[src/rtl/llsac_pkg.sv]
// Shared types and codes for the radio link send/acknowledge controller.
// No dependencies; imported by llsac_step, the top level and the testbench.
`timescale 1ns / 1ps

package llsac_pkg;

	// Link states, also the encoding of state_after
	typedef enum logic [1:0] {
		ST_IDLE = 2'd0,
		ST_SEND = 2'd1,
		ST_RECV = 2'd2,
		ST_WACK = 2'd3
	} link_state_t;

	// Event codes
	localparam logic [2:0] EV_TIMEOUT  = 3'd0;
	localparam logic [2:0] EV_TX_DONE  = 3'd1;
	localparam logic [2:0] EV_RX_DONE  = 3'd2;
	localparam logic [2:0] EV_USER_TX  = 3'd3;
	localparam logic [2:0] EV_ACK      = 3'd4;

	// Device classes that change behavior
	localparam logic [1:0] CLASS_A = 2'd0;
	localparam logic [1:0] CLASS_C = 2'd2;

	// Timer commands
	localparam logic [1:0] TMR_NONE  = 2'd0;
	localparam logic [1:0] TMR_SHORT = 2'd1;
	localparam logic [1:0] TMR_LONG  = 2'd2;

	// Send reports
	localparam logic [1:0] REP_NONE = 2'd0;
	localparam logic [1:0] REP_OK   = 2'd1;
	localparam logic [1:0] REP_FAIL = 2'd2;

	// Configuration register indexes
	localparam logic CFG_DEVICE_CLASS  = 1'b0;
	localparam logic CFG_ATTEMPT_LIMIT = 1'b1;

	// Reset values of the configuration registers
	localparam logic [1:0] DEVICE_CLASS_RST  = 2'd2;
	localparam logic [3:0] ATTEMPT_LIMIT_RST = 4'd2;

	// Controller state held between events
	typedef struct packed {
		link_state_t state;
		logic        pending;
		logic        confirmed;
		logic [7:0]  length;
		logic [3:0]  retry;
	} link_regs_t;

	// Commands and reports produced by one event
	typedef struct packed {
		logic       accepted;
		logic       start_transmit;
		logic       enter_receive;
		logic [1:0] timer_action;
		logic [1:0] send_report;
		logic [7:0] frame_length;
		logic       frame_confirmed;
	} step_result_t;

	// Working context while an event is handled
	typedef struct packed {
		link_regs_t   regs;
		step_result_t res;
	} step_ctx_t;

endpackage

[src/rtl/lora_link_send_ack_controller.sv]
// Radio link send/acknowledge controller: top level with stream ports,
// configuration registers, link state and output buffering. Uses llsac_pkg, llsac_step.
// The result of a request is registered in the output register, or in the skid register while the output stalls.
// Throughput: one request per cycle while the skid register is empty; the state update of the handler sets the pace.
// A two-entry output buffer (output and skid registers) takes one more request while the output stalls.
// Reset (arst_n low, asynchronous): link state idle, no pending send, empty frame,
// retry count zero, device_class 2, attempt_limit 2, output empty.
`timescale 1ns / 1ps

module lora_link_send_ack_controller (
	input  logic        clk,
	input  logic        arst_n,
	// configuration write port
	input  logic        cfg_we,
	input  logic        cfg_index,
	input  logic [3:0]  cfg_data,
	// event request stream
	input  logic        s_tvalid,
	output logic        s_tready,
	input  logic [15:0] s_tdata,   // [7:0] payload_length, [8] confirmed_send, rest zero
	input  logic [2:0]  s_tuser,   // [2:0] func
	// result stream
	output logic        m_tvalid,
	input  logic        m_tready,
	output logic [23:0] m_tdata    // [0] accepted, [1] start_transmit, [2] enter_receive,
	                               // [4:3] timer_action, [6:5] send_report,
	                               // [8:7] state_after, [16:9] frame_length,
	                               // [17] frame_confirmed, [21:18] attempt_index, rest zero
);
	import llsac_pkg::*;

	logic [1:0]   device_class_q;
	logic [3:0]   attempt_limit_q;
	link_regs_t   regs_q;
	link_regs_t   regs_nxt;
	step_result_t res;
	logic [23:0]  res_word;
	logic [23:0]  out_data_q;
	logic [23:0]  skid_data_q;
	logic         out_valid_q;
	logic         skid_valid_q;
	logic         accept;
	logic         out_free;

	llsac_step u_step (
		.device_class   (device_class_q),
		.attempt_limit  (attempt_limit_q),
		.cur            (regs_q),
		.func           (s_tuser),
		.payload_length (s_tdata[7:0]),
		.confirmed_send (s_tdata[8]),
		.nxt            (regs_nxt),
		.res            (res)
	);

	// Pack the result, first field in the lowest bits
	assign res_word = {2'b00, regs_nxt.retry, res.frame_confirmed, res.frame_length,
	                   regs_nxt.state, res.send_report, res.timer_action,
	                   res.enter_receive, res.start_transmit, res.accepted};

	assign s_tready = !skid_valid_q;
	assign accept   = s_tvalid && s_tready;
	assign out_free = !out_valid_q || m_tready;
	assign m_tvalid = out_valid_q;
	assign m_tdata  = out_data_q;

	// Configuration registers
	always_ff @(posedge clk or negedge arst_n) begin
		if (!arst_n) begin
			device_class_q  <= DEVICE_CLASS_RST;
			attempt_limit_q <= ATTEMPT_LIMIT_RST;
		end else if (cfg_we) begin
			case (cfg_index)
				CFG_DEVICE_CLASS:  device_class_q  <= cfg_data[1:0];
				CFG_ATTEMPT_LIMIT: attempt_limit_q <= cfg_data;
				default: begin
				end
			endcase
		end
	end

	// Advance link state on each accepted request
	always_ff @(posedge clk or negedge arst_n) begin
		if (!arst_n) begin
			regs_q <= '{state: ST_IDLE, pending: 1'b0, confirmed: 1'b0,
			            length: 8'd0, retry: 4'd0};
		end else if (accept) begin
			regs_q <= regs_nxt;
		end
	end

	// Output and skid valid flags
	always_ff @(posedge clk or negedge arst_n) begin
		if (!arst_n) begin
			out_valid_q  <= 1'b0;
			skid_valid_q <= 1'b0;
		end else if (out_free) begin
			if (skid_valid_q) begin
				out_valid_q  <= 1'b1;
				skid_valid_q <= 1'b0;
			end else begin
				out_valid_q  <= accept;
			end
		end else if (accept) begin
			skid_valid_q <= 1'b1;
		end
	end

	// Output and skid payload
	always_ff @(posedge clk) begin
		if (out_free) begin
			if (skid_valid_q) begin
				out_data_q <= skid_data_q;
			end else if (accept) begin
				out_data_q <= res_word;
			end
		end else if (accept) begin
			skid_data_q <= res_word;
		end
	end

endmodule

[src/rtl/llsac_step.sv]
// Combinational event handler: next link state and commands for one event.
// Depends on llsac_pkg.
`timescale 1ns / 1ps

module llsac_step (
	input  logic [1:0]              device_class,
	input  logic [3:0]              attempt_limit,
	input  llsac_pkg::link_regs_t   cur,
	input  logic [2:0]              func,
	input  logic [7:0]              payload_length,
	input  logic                    confirmed_send,
	output llsac_pkg::link_regs_t   nxt,
	output llsac_pkg::step_result_t res
);
	import llsac_pkg::*;

	// Issue a transmit of the stored frame
	function automatic step_ctx_t do_transmit(step_ctx_t c);
		step_ctx_t o;
		o = c;
		o.res.start_transmit  = 1'b1;
		o.res.frame_length    = c.regs.length;
		o.res.frame_confirmed = c.regs.confirmed;
		return o;
	endfunction

	// Drop the stored frame
	function automatic step_ctx_t clear_frame(step_ctx_t c);
		step_ctx_t o;
		o = c;
		o.regs.confirmed = 1'b0;
		o.regs.length    = 8'd0;
		return o;
	endfunction

	// Send a pending frame and start the short timer
	function automatic step_ctx_t send_pending(step_ctx_t c);
		step_ctx_t o;
		o = do_transmit(c);
		o.regs.pending    = 1'b0;
		o.regs.state      = ST_SEND;
		o.res.timer_action = TMR_SHORT;
		return o;
	endfunction

	// Idle: send what is pending, else listen continuously in class C
	function automatic step_ctx_t idle_handler(step_ctx_t c, logic [1:0] cls);
		step_ctx_t o;
		o = c;
		if (c.regs.pending) begin
			o = send_pending(c);
		end else if (cls == CLASS_C) begin
			o.res.enter_receive = 1'b1;
			o.regs.state        = ST_RECV;
		end
		return o;
	endfunction

	// Receiving: send what is pending
	function automatic step_ctx_t recv_data_avail(step_ctx_t c);
		step_ctx_t o;
		o = c;
		if (c.regs.pending) begin
			o = send_pending(c);
		end
		return o;
	endfunction

	// Data-available dispatch on the current state
	function automatic step_ctx_t data_avail(step_ctx_t c, logic [1:0] cls);
		step_ctx_t o;
		o = c;
		if (c.regs.state == ST_IDLE) begin
			o = idle_handler(c, cls);
		end else if (c.regs.state == ST_RECV) begin
			o = recv_data_avail(c);
		end
		return o;
	endfunction

	step_ctx_t  ctx;
	logic [3:0] last_try;

	// Index of the final allowed attempt; a zero limit acts as one
	assign last_try = (attempt_limit == 4'd0) ? 4'd0 : attempt_limit - 4'd1;

	// Apply the event, follow-on handling in order
	always_comb begin
		ctx      = '0;
		ctx.regs = cur;
		case (func)
			EV_USER_TX: begin
				if (cur.state == ST_IDLE || cur.state == ST_RECV) begin
					ctx.regs.length    = payload_length;
					ctx.regs.confirmed = confirmed_send;
					ctx.regs.pending   = 1'b1;
					ctx                = data_avail(ctx, device_class);
					ctx.regs.retry     = 4'd0;
					ctx.res.accepted   = 1'b1;
				end
			end
			EV_ACK: begin
				ctx.regs.pending = 1'b1;
				ctx              = data_avail(ctx, device_class);
			end
			EV_TIMEOUT, EV_TX_DONE, EV_RX_DONE: begin
				case (cur.state)
					ST_IDLE: begin
						ctx = idle_handler(ctx, device_class);
					end
					ST_SEND: begin
						if (func == EV_TIMEOUT) begin
							ctx.regs.state      = ST_IDLE;
							ctx                 = clear_frame(ctx);
							ctx.res.send_report = REP_FAIL;
							ctx                 = idle_handler(ctx, device_class);
						end else if (func == EV_TX_DONE) begin
							ctx.res.enter_receive = 1'b1;
							if (!cur.confirmed) begin
								ctx.regs.state       = ST_RECV;
								ctx                  = clear_frame(ctx);
								ctx.res.send_report  = REP_OK;
								ctx                  = recv_data_avail(ctx);
								ctx.res.timer_action = TMR_LONG;
							end else begin
								ctx.regs.state       = ST_WACK;
								ctx.res.timer_action = TMR_SHORT;
							end
						end
					end
					ST_RECV: begin
						if (func == EV_TIMEOUT) begin
							if (device_class == CLASS_A) begin
								ctx.regs.state = ST_IDLE;
								ctx            = idle_handler(ctx, device_class);
							end
						end else if (cur.pending) begin
							ctx              = do_transmit(ctx);
							ctx.regs.pending = 1'b0;
							ctx.regs.state   = ST_SEND;
						end
					end
					default: begin
						// awaiting acknowledgement
						if (func == EV_TIMEOUT) begin
							if (cur.retry < last_try) begin
								ctx.regs.retry       = cur.retry + 4'd1;
								ctx                  = do_transmit(ctx);
								ctx.res.timer_action = TMR_SHORT;
							end else begin
								ctx.regs.state      = ST_IDLE;
								ctx                 = clear_frame(ctx);
								ctx                 = idle_handler(ctx, device_class);
								ctx.res.send_report = REP_FAIL;
								ctx                 = data_avail(ctx, device_class);
							end
						end else if (func == EV_TX_DONE) begin
							ctx.res.enter_receive = 1'b1;
							ctx.res.timer_action  = TMR_SHORT;
						end else begin
							ctx.regs.state        = ST_RECV;
							ctx.res.enter_receive = 1'b1;
							ctx                   = clear_frame(ctx);
							ctx.res.send_report   = REP_OK;
							ctx                   = recv_data_avail(ctx);
							ctx.res.timer_action  = TMR_LONG;
						end
					end
				endcase
			end
			default: begin
				// unknown event: nothing changes
			end
		endcase
	end

	assign nxt = ctx.regs;
	assign res = ctx.res;

endmodule

[config.mk]
export PLATFORM = sky130hd
export DESIGN_NAME = lora_link_send_ack_controller
export DESIGN_NICKNAME = d
export VERILOG_FILES = /design/src/rtl/llsac_pkg.sv /design/src/rtl/lora_link_send_ack_controller.sv /design/src/rtl/llsac_step.sv
export SDC_FILE = /design/constraint.sdc
export NUM_CORES = 1
export LEC_CHECK = 0
export ABC_AREA = 1
export BUFFER_PORTS_ARGS = -buffer_cell sky130_fd_sc_hd__clkbuf_2
export CORE_UTILIZATION = 55
export DETAILED_ROUTE_END_ITERATION = 16
export PLACE_DENSITY = 0.77
export SETUP_SLACK_MARGIN = 0.2
export SLEW_MARGIN = 15
export SYNTH_ARGS = -nofsm -noshare
export SYNTH_HDL_FRONTEND = slang
export SYNTH_HIERARCHICAL = 1
export SYNTH_SLANG_ARGS = --single-unit
[constraint.sdc]
create_clock -name clk -period 5.5 [get_ports clk]
set_input_delay 1.1 -clock clk [delete_from_list [all_inputs] [get_ports clk]]
set_output_delay 1.1 -clock clk [all_outputs]
set_load 0.03 [all_outputs]
Yosys cells after proc, flatten, opt, wreduce, memory -nomap -nowiden
Index checks and enable logic that the tools add are counted.
{ "word_totals": {"regBits": 68, "inputBits": 29} }
{ "classes": {"n_mux": 56, "n_reduce_logical": 23, "n_eq_ne": 17, "n_addsub": 2, "bitwise": 3, "magnitude_cmp": 1} }
{ "ops": {"columns": ["cell", "count"], "rows": [
  ["$mux 32", 16],
  ["$pmux 32 s3", 2],
  ["$mux 16", 4],
  ["$mux 12", 4],
  ["$mux 22", 2],
  ["$mux 2", 12],
  ["$mux 11", 2],
  ["$mux 18", 1],
  ["$mux 17", 1],
  ["$mux 1", 10],
  ["$reduce_and 10->1", 1],
  ["$reduce_and 9->1", 1],
  ["$reduce_and 2->1", 4],
  ["$reduce_and 8->1", 1],
  ["$eq 2x2->1 const B", 3],
  ["$eq 3x2->1 const B", 2],
  ["$logic_not 2->1", 3],
  ["$ne 3x3->1 const B", 2],
  ["$ne 6x3->1 const B", 1],
  ["$ne 6x4->1 const B", 1],
  ["$reduce_bool 2->1", 3],
  ["$reduce_or 3->1", 2],
  ["$ne 5x3->1 const B", 1],
  ["$add 4x1->4 const B", 1],
  ["other kinds (18)", 22]
]} }

Longest topological paths before layout
{ "depth": {"ltp_word": 16, "ltp_mapped": 16, "depth_no_buf": 16} }

Hierarchy
Netlist, hierarchy kept.
{ "by_module_without_submodules": {"columns": ["mod", "cells_per_inst", "instances", "area_per_inst_um2"], "rows": [
  ["lora_link_send_ack_controller", 225, 1, 2572.5],
  ["llsac_step", 275, 1, 1282.5]
]} }

Least setup slack after synthesis
Ideal clock, no wire load.
{ "synth_timing": {"kind": "input to register", "from": "input s_tvalid", "to": "register skid_data_q[0] (enable)", "required_ns": 5.099, "path_stages": 4, "t_arrival_ns": 2.491, "n_path_buf": 2, "path_slack_ns": 2.609, "path_cell_list": "buf_2 nand2_2 buf_4 nor2_1"} }
{ "synth_via": {"elab_chain_len": 2} }
{ "synth_lines": {"columns": ["item", "line", "text"], "rows": [
  ["from (decl)", "lora_link_send_ack_controller.sv:18", "input logic s_tvalid,"],
  ["$logic_and 1x1->1", "lora_link_send_ack_controller.sv:62", "assign accept = s_tvalid && s_tready;"],
  ["$reduce_and 2->1 (no line)", null, null],
  ["to (signal assigned)", "lora_link_send_ack_controller.sv:118", "skid_data_q <= res_word;"],
  ["to (decl)", "lora_link_send_ack_controller.sv:39", "logic [23:0] skid_data_q;"]
]} }
Every way passes these cells.
A chain may end at the register's enable or synchronous reset.

Worst setup path after layout
{ "layout_timing": {"from": "register skid_valid_q", "to": "output s_tready"} }
{ "layout_via": {"elab_chain_len": 1} }
{ "layout_lines": {"columns": ["item", "line", "text"], "rows": [
  ["from (decl)", "lora_link_send_ack_controller.sv:41", "logic skid_valid_q;"],
  ["from (signal assigned)", "lora_link_send_ack_controller.sv:96", "skid_valid_q <= 1'b0;"],
  ["from (signal assigned)", "lora_link_send_ack_controller.sv:100", "skid_valid_q <= 1'b0;"],
  ["from (signal assigned)", "lora_link_send_ack_controller.sv:105", "skid_valid_q <= 1'b1;"],
  ["$logic_not 1->1", "lora_link_send_ack_controller.sv:61", "assign s_tready = !skid_valid_q;"],
  ["to (decl)", "lora_link_send_ack_controller.sv:19", "output logic s_tready,"]
]} }
Every way passes these cells.

==> impl_metrics.tcl <==
set metrics [dict create \
    num_rows 30 \
    setup_ws_ns 2.30 \
    maxCapViolations 0 \
    area_share_of_the_largest_cell_type_after_synthesis 0.343 \
    synth_edf_count 44 \
    grt_start_max_net_pins 41 \
    cts_root_buffer "clkbuf_8" \
    number_of_standard_cells_after_synthesis 500 \
    finalCritPeriodShare 0.582 \
    final.setup_skew_ns 0.00770 \
    clock_insertion_delay_worst_skew_ns 0.36 \
    criticalPathCategory "reg -> out" \
    start_util 0.567 \
    drt_drc_violations_left 0 \
    worst_path_max_delay_cell "dfrtp_1" \
    grt.total_usage 0.268 \
    leakagePower_nw 2.06 \
    cts-resized-gates 0 \
    seq_area_frac_synth 0.499 \
    cts_tree "built" \
    whs_ns 0.475 \
    critical_path.cell_chain "inv_2 -> clkbuf_2" \
    min_path_type "reg -> reg" \
    drt_first_pass_iters 6 \
    post-place-cells 620 \
    synth_warn 6 \
    finalWirelength_um 9110 \
    place_hpwl_um 6170 \
    crit_path_max_incr_delay_ns 0.88 \
    clockBufferDepth 2 \
    drv_slew 0 \
    floorplan.core_area_sq_um 6790 \
    ys_ff_latch 68 \
    input_output_buffers 45 \
    yosys_most_used_dff "edfxtp_1" \
    cts_inserted_buffers 9 \
    outcome "completed" \
    cts.clk_slew.worst_paths_ns 0.08 \
    htreeDepth 3 \
    achievable-frequency_mhz 312 \
    post_synth_most_frequent_cells "200 x nand2_1, 54 x nand3_1, 49 x inv_1" \
    rsz0062_at_grt "no" \
    timing.max_slew.rel_slack 0.303 \
    insertedDiodeCount 0 \
    critPathArrivalTime_ns 2.10 \
    detailedPlace.worstSlack_ns 2.23 \
    post-route-util 0.633 \
    mappedNetlistArea_sq_um 3850 \
    cts_hold_buffers 0 \
    vdd_drop_max_mv 0.146 \
    post-synth-top-area-cell "edfxtp_1" \
    die_extent_in_x_um 85.7 \
    globalRoute.totalOverflow 0 \
    num_vias 3532 \
    antenna_violations_before_repair 0 \
    ios 55 \
    worst_pin_slew_ns 1.04 \
    synth_async_sr_flop_share 0.353 \
    design.die.area_sq_um 7350 \
    first_global_vias 3143 \
    clkSinkCount 68 \
    yosys.cell_count.top_type "nand2_1" \
    synth_cell_type_count 30 \
    synth_top_cells_by_area "edfxtp_1 34%, nand2_1 19%, dfrtp_1 14%, nand3_1 7.0%, inv_1 4.8%" \
    worstSetupStartpointType "flop" \
    grt_pass1_wl_um 15200 \
    final_layout_size_suffix_gt1_frac 0.141 \
    fin_setup_tns_ns 0 \
    timing_hold_violations_final 0 \
    setup_viol_count_final 0 \
    area_growth_pct 11.5 \
    cts_post_setup_buffers_inserted 0 \
    drtIter0Drc 313 \
    synth_area_per_cell_sq_um 7.71 \
    fin_nets 568 \
    worst-path-max-fanout 40 \
    fin_crit_ns 3.20 \
    finalNonFillerCells 636 \
    post_drt_wl_per_cell_um 14.3 \
    detail_route.vias_per_cell 5.55 \
    gp_congestion 0.915 \
    y_dimension_of_the_die_um 85.7 \
    ant_nets 0 \
    cp-end-kind "primary output" \
    worst-endpoint-required_ns 4.40 \
    cellPowerDensity_nw_per_um2 335 \
]
[critical path, delay by kind of cell, from the launching register on]
family	cells	cell delay (ns)
flip-flops	1	0.88
buffers and inverters	2	0.85
[cell families after synthesis]
group,Yosys count,synth area share
adders and majority gates,4,0.0130
buffers and inverters,76,0.0850
AOI/OAI and AO/OA,44,0.0665
other,1,0.000973
and+or+nand+nor,307,0.335
DFF,68,0.499
[final cells by class]
class,instances,area [sq um]
clock inverters,6,62.6
multi-input cells,357,1620
flip-flops and latches,68,1920
inverters,52,195
fillers,617,2500
well taps,96,120
repair buffers,47,240
clock buffers,10,138
[routing by layer]
layer  up-vias  track usage  part of all wire
met1      1643        0.357              0.43
met5         -            0                 0
li1       1706            -                 -
met2       162        0.427              0.48
met4         0        0.123             0.019
met3        21       0.0491             0.071
[path summary, 6_finish.rpt]
kind	start	to	slack (ns)	cells after the start
max in group asynchronous	arst_n	regs_q[7]$_DFFE_PN0P_	4.36	1
max reg2reg	skid_valid_q$_DFFE_PN0P_	skid_data_q[3]$_DFFE_PP_	2.63	4
max	skid_valid_q$_DFFE_PN0P_	s_tready	2.30	2
min	device_class_q[1]$_DFFE_PN1P_	device_class_q[1]$_DFFE_PN1P_	0.47	2
min reg2reg	device_class_q[1]$_DFFE_PN1P_	device_class_q[1]$_DFFE_PN1P_	0.47	2
min in group asynchronous	arst_n	regs_q[0]$_DFFE_PN0P_	0.74	1
[registers in the layout (all words and copies together), names as in the netlist]
register	cells
m_tdata	22
skid_data_q	22
regs_q	16
attempt_limit_q	4
device_class_q	2
m_tvalid	1
skid_valid_q	1
[where the power goes]
group | internal (mW) | switching [mW] | total, mW
Sequential | 0.616 | 0.0629 | 0.679
Combinational | 0.101 | 0.237 | 0.337
Clock | 0.222 | 0.201 | 0.423
Total | 0.938 | 0.501 | 1.44
[cells in the final DEF, fill, tap and decap left out, drive strengths merged]
master | synthesis | final
clkinv | 0 | 4
dfrtp | 22 | 22
edfxtp | 44 | 44
conb | 1 | 2
bufinv | 0 | 1
o21ai | 18 | 18
a31oi | 9 | 9
dfstp | 2 | 2
o21bai | 1 | 1
clkbuf | 7 | 55
a22oi | 1 | 1
o211ai | 2 | 2
nor2 | 31 | 31
nand3 | 54 | 54
o221ai | 1 | 1
o2111ai | 1 | 1
nand4 | 13 | 13
inv | 52 | 53
nand2 | 202 | 202
nor3 | 5 | 5
ha | 4 | 4
a21oi | 11 | 11
buf | 17 | 2
nand3b | 2 | 2
[per-stage QoR]
stage	power, mW	area (sq um)
detailed placement	1.02	4090
global placement	1.01	4090
finish	1.44	4300
CTS	1.44	4290
floorplan	0.931	3860
global route	1.51	4300
Power figures use the tool's default switching activity.
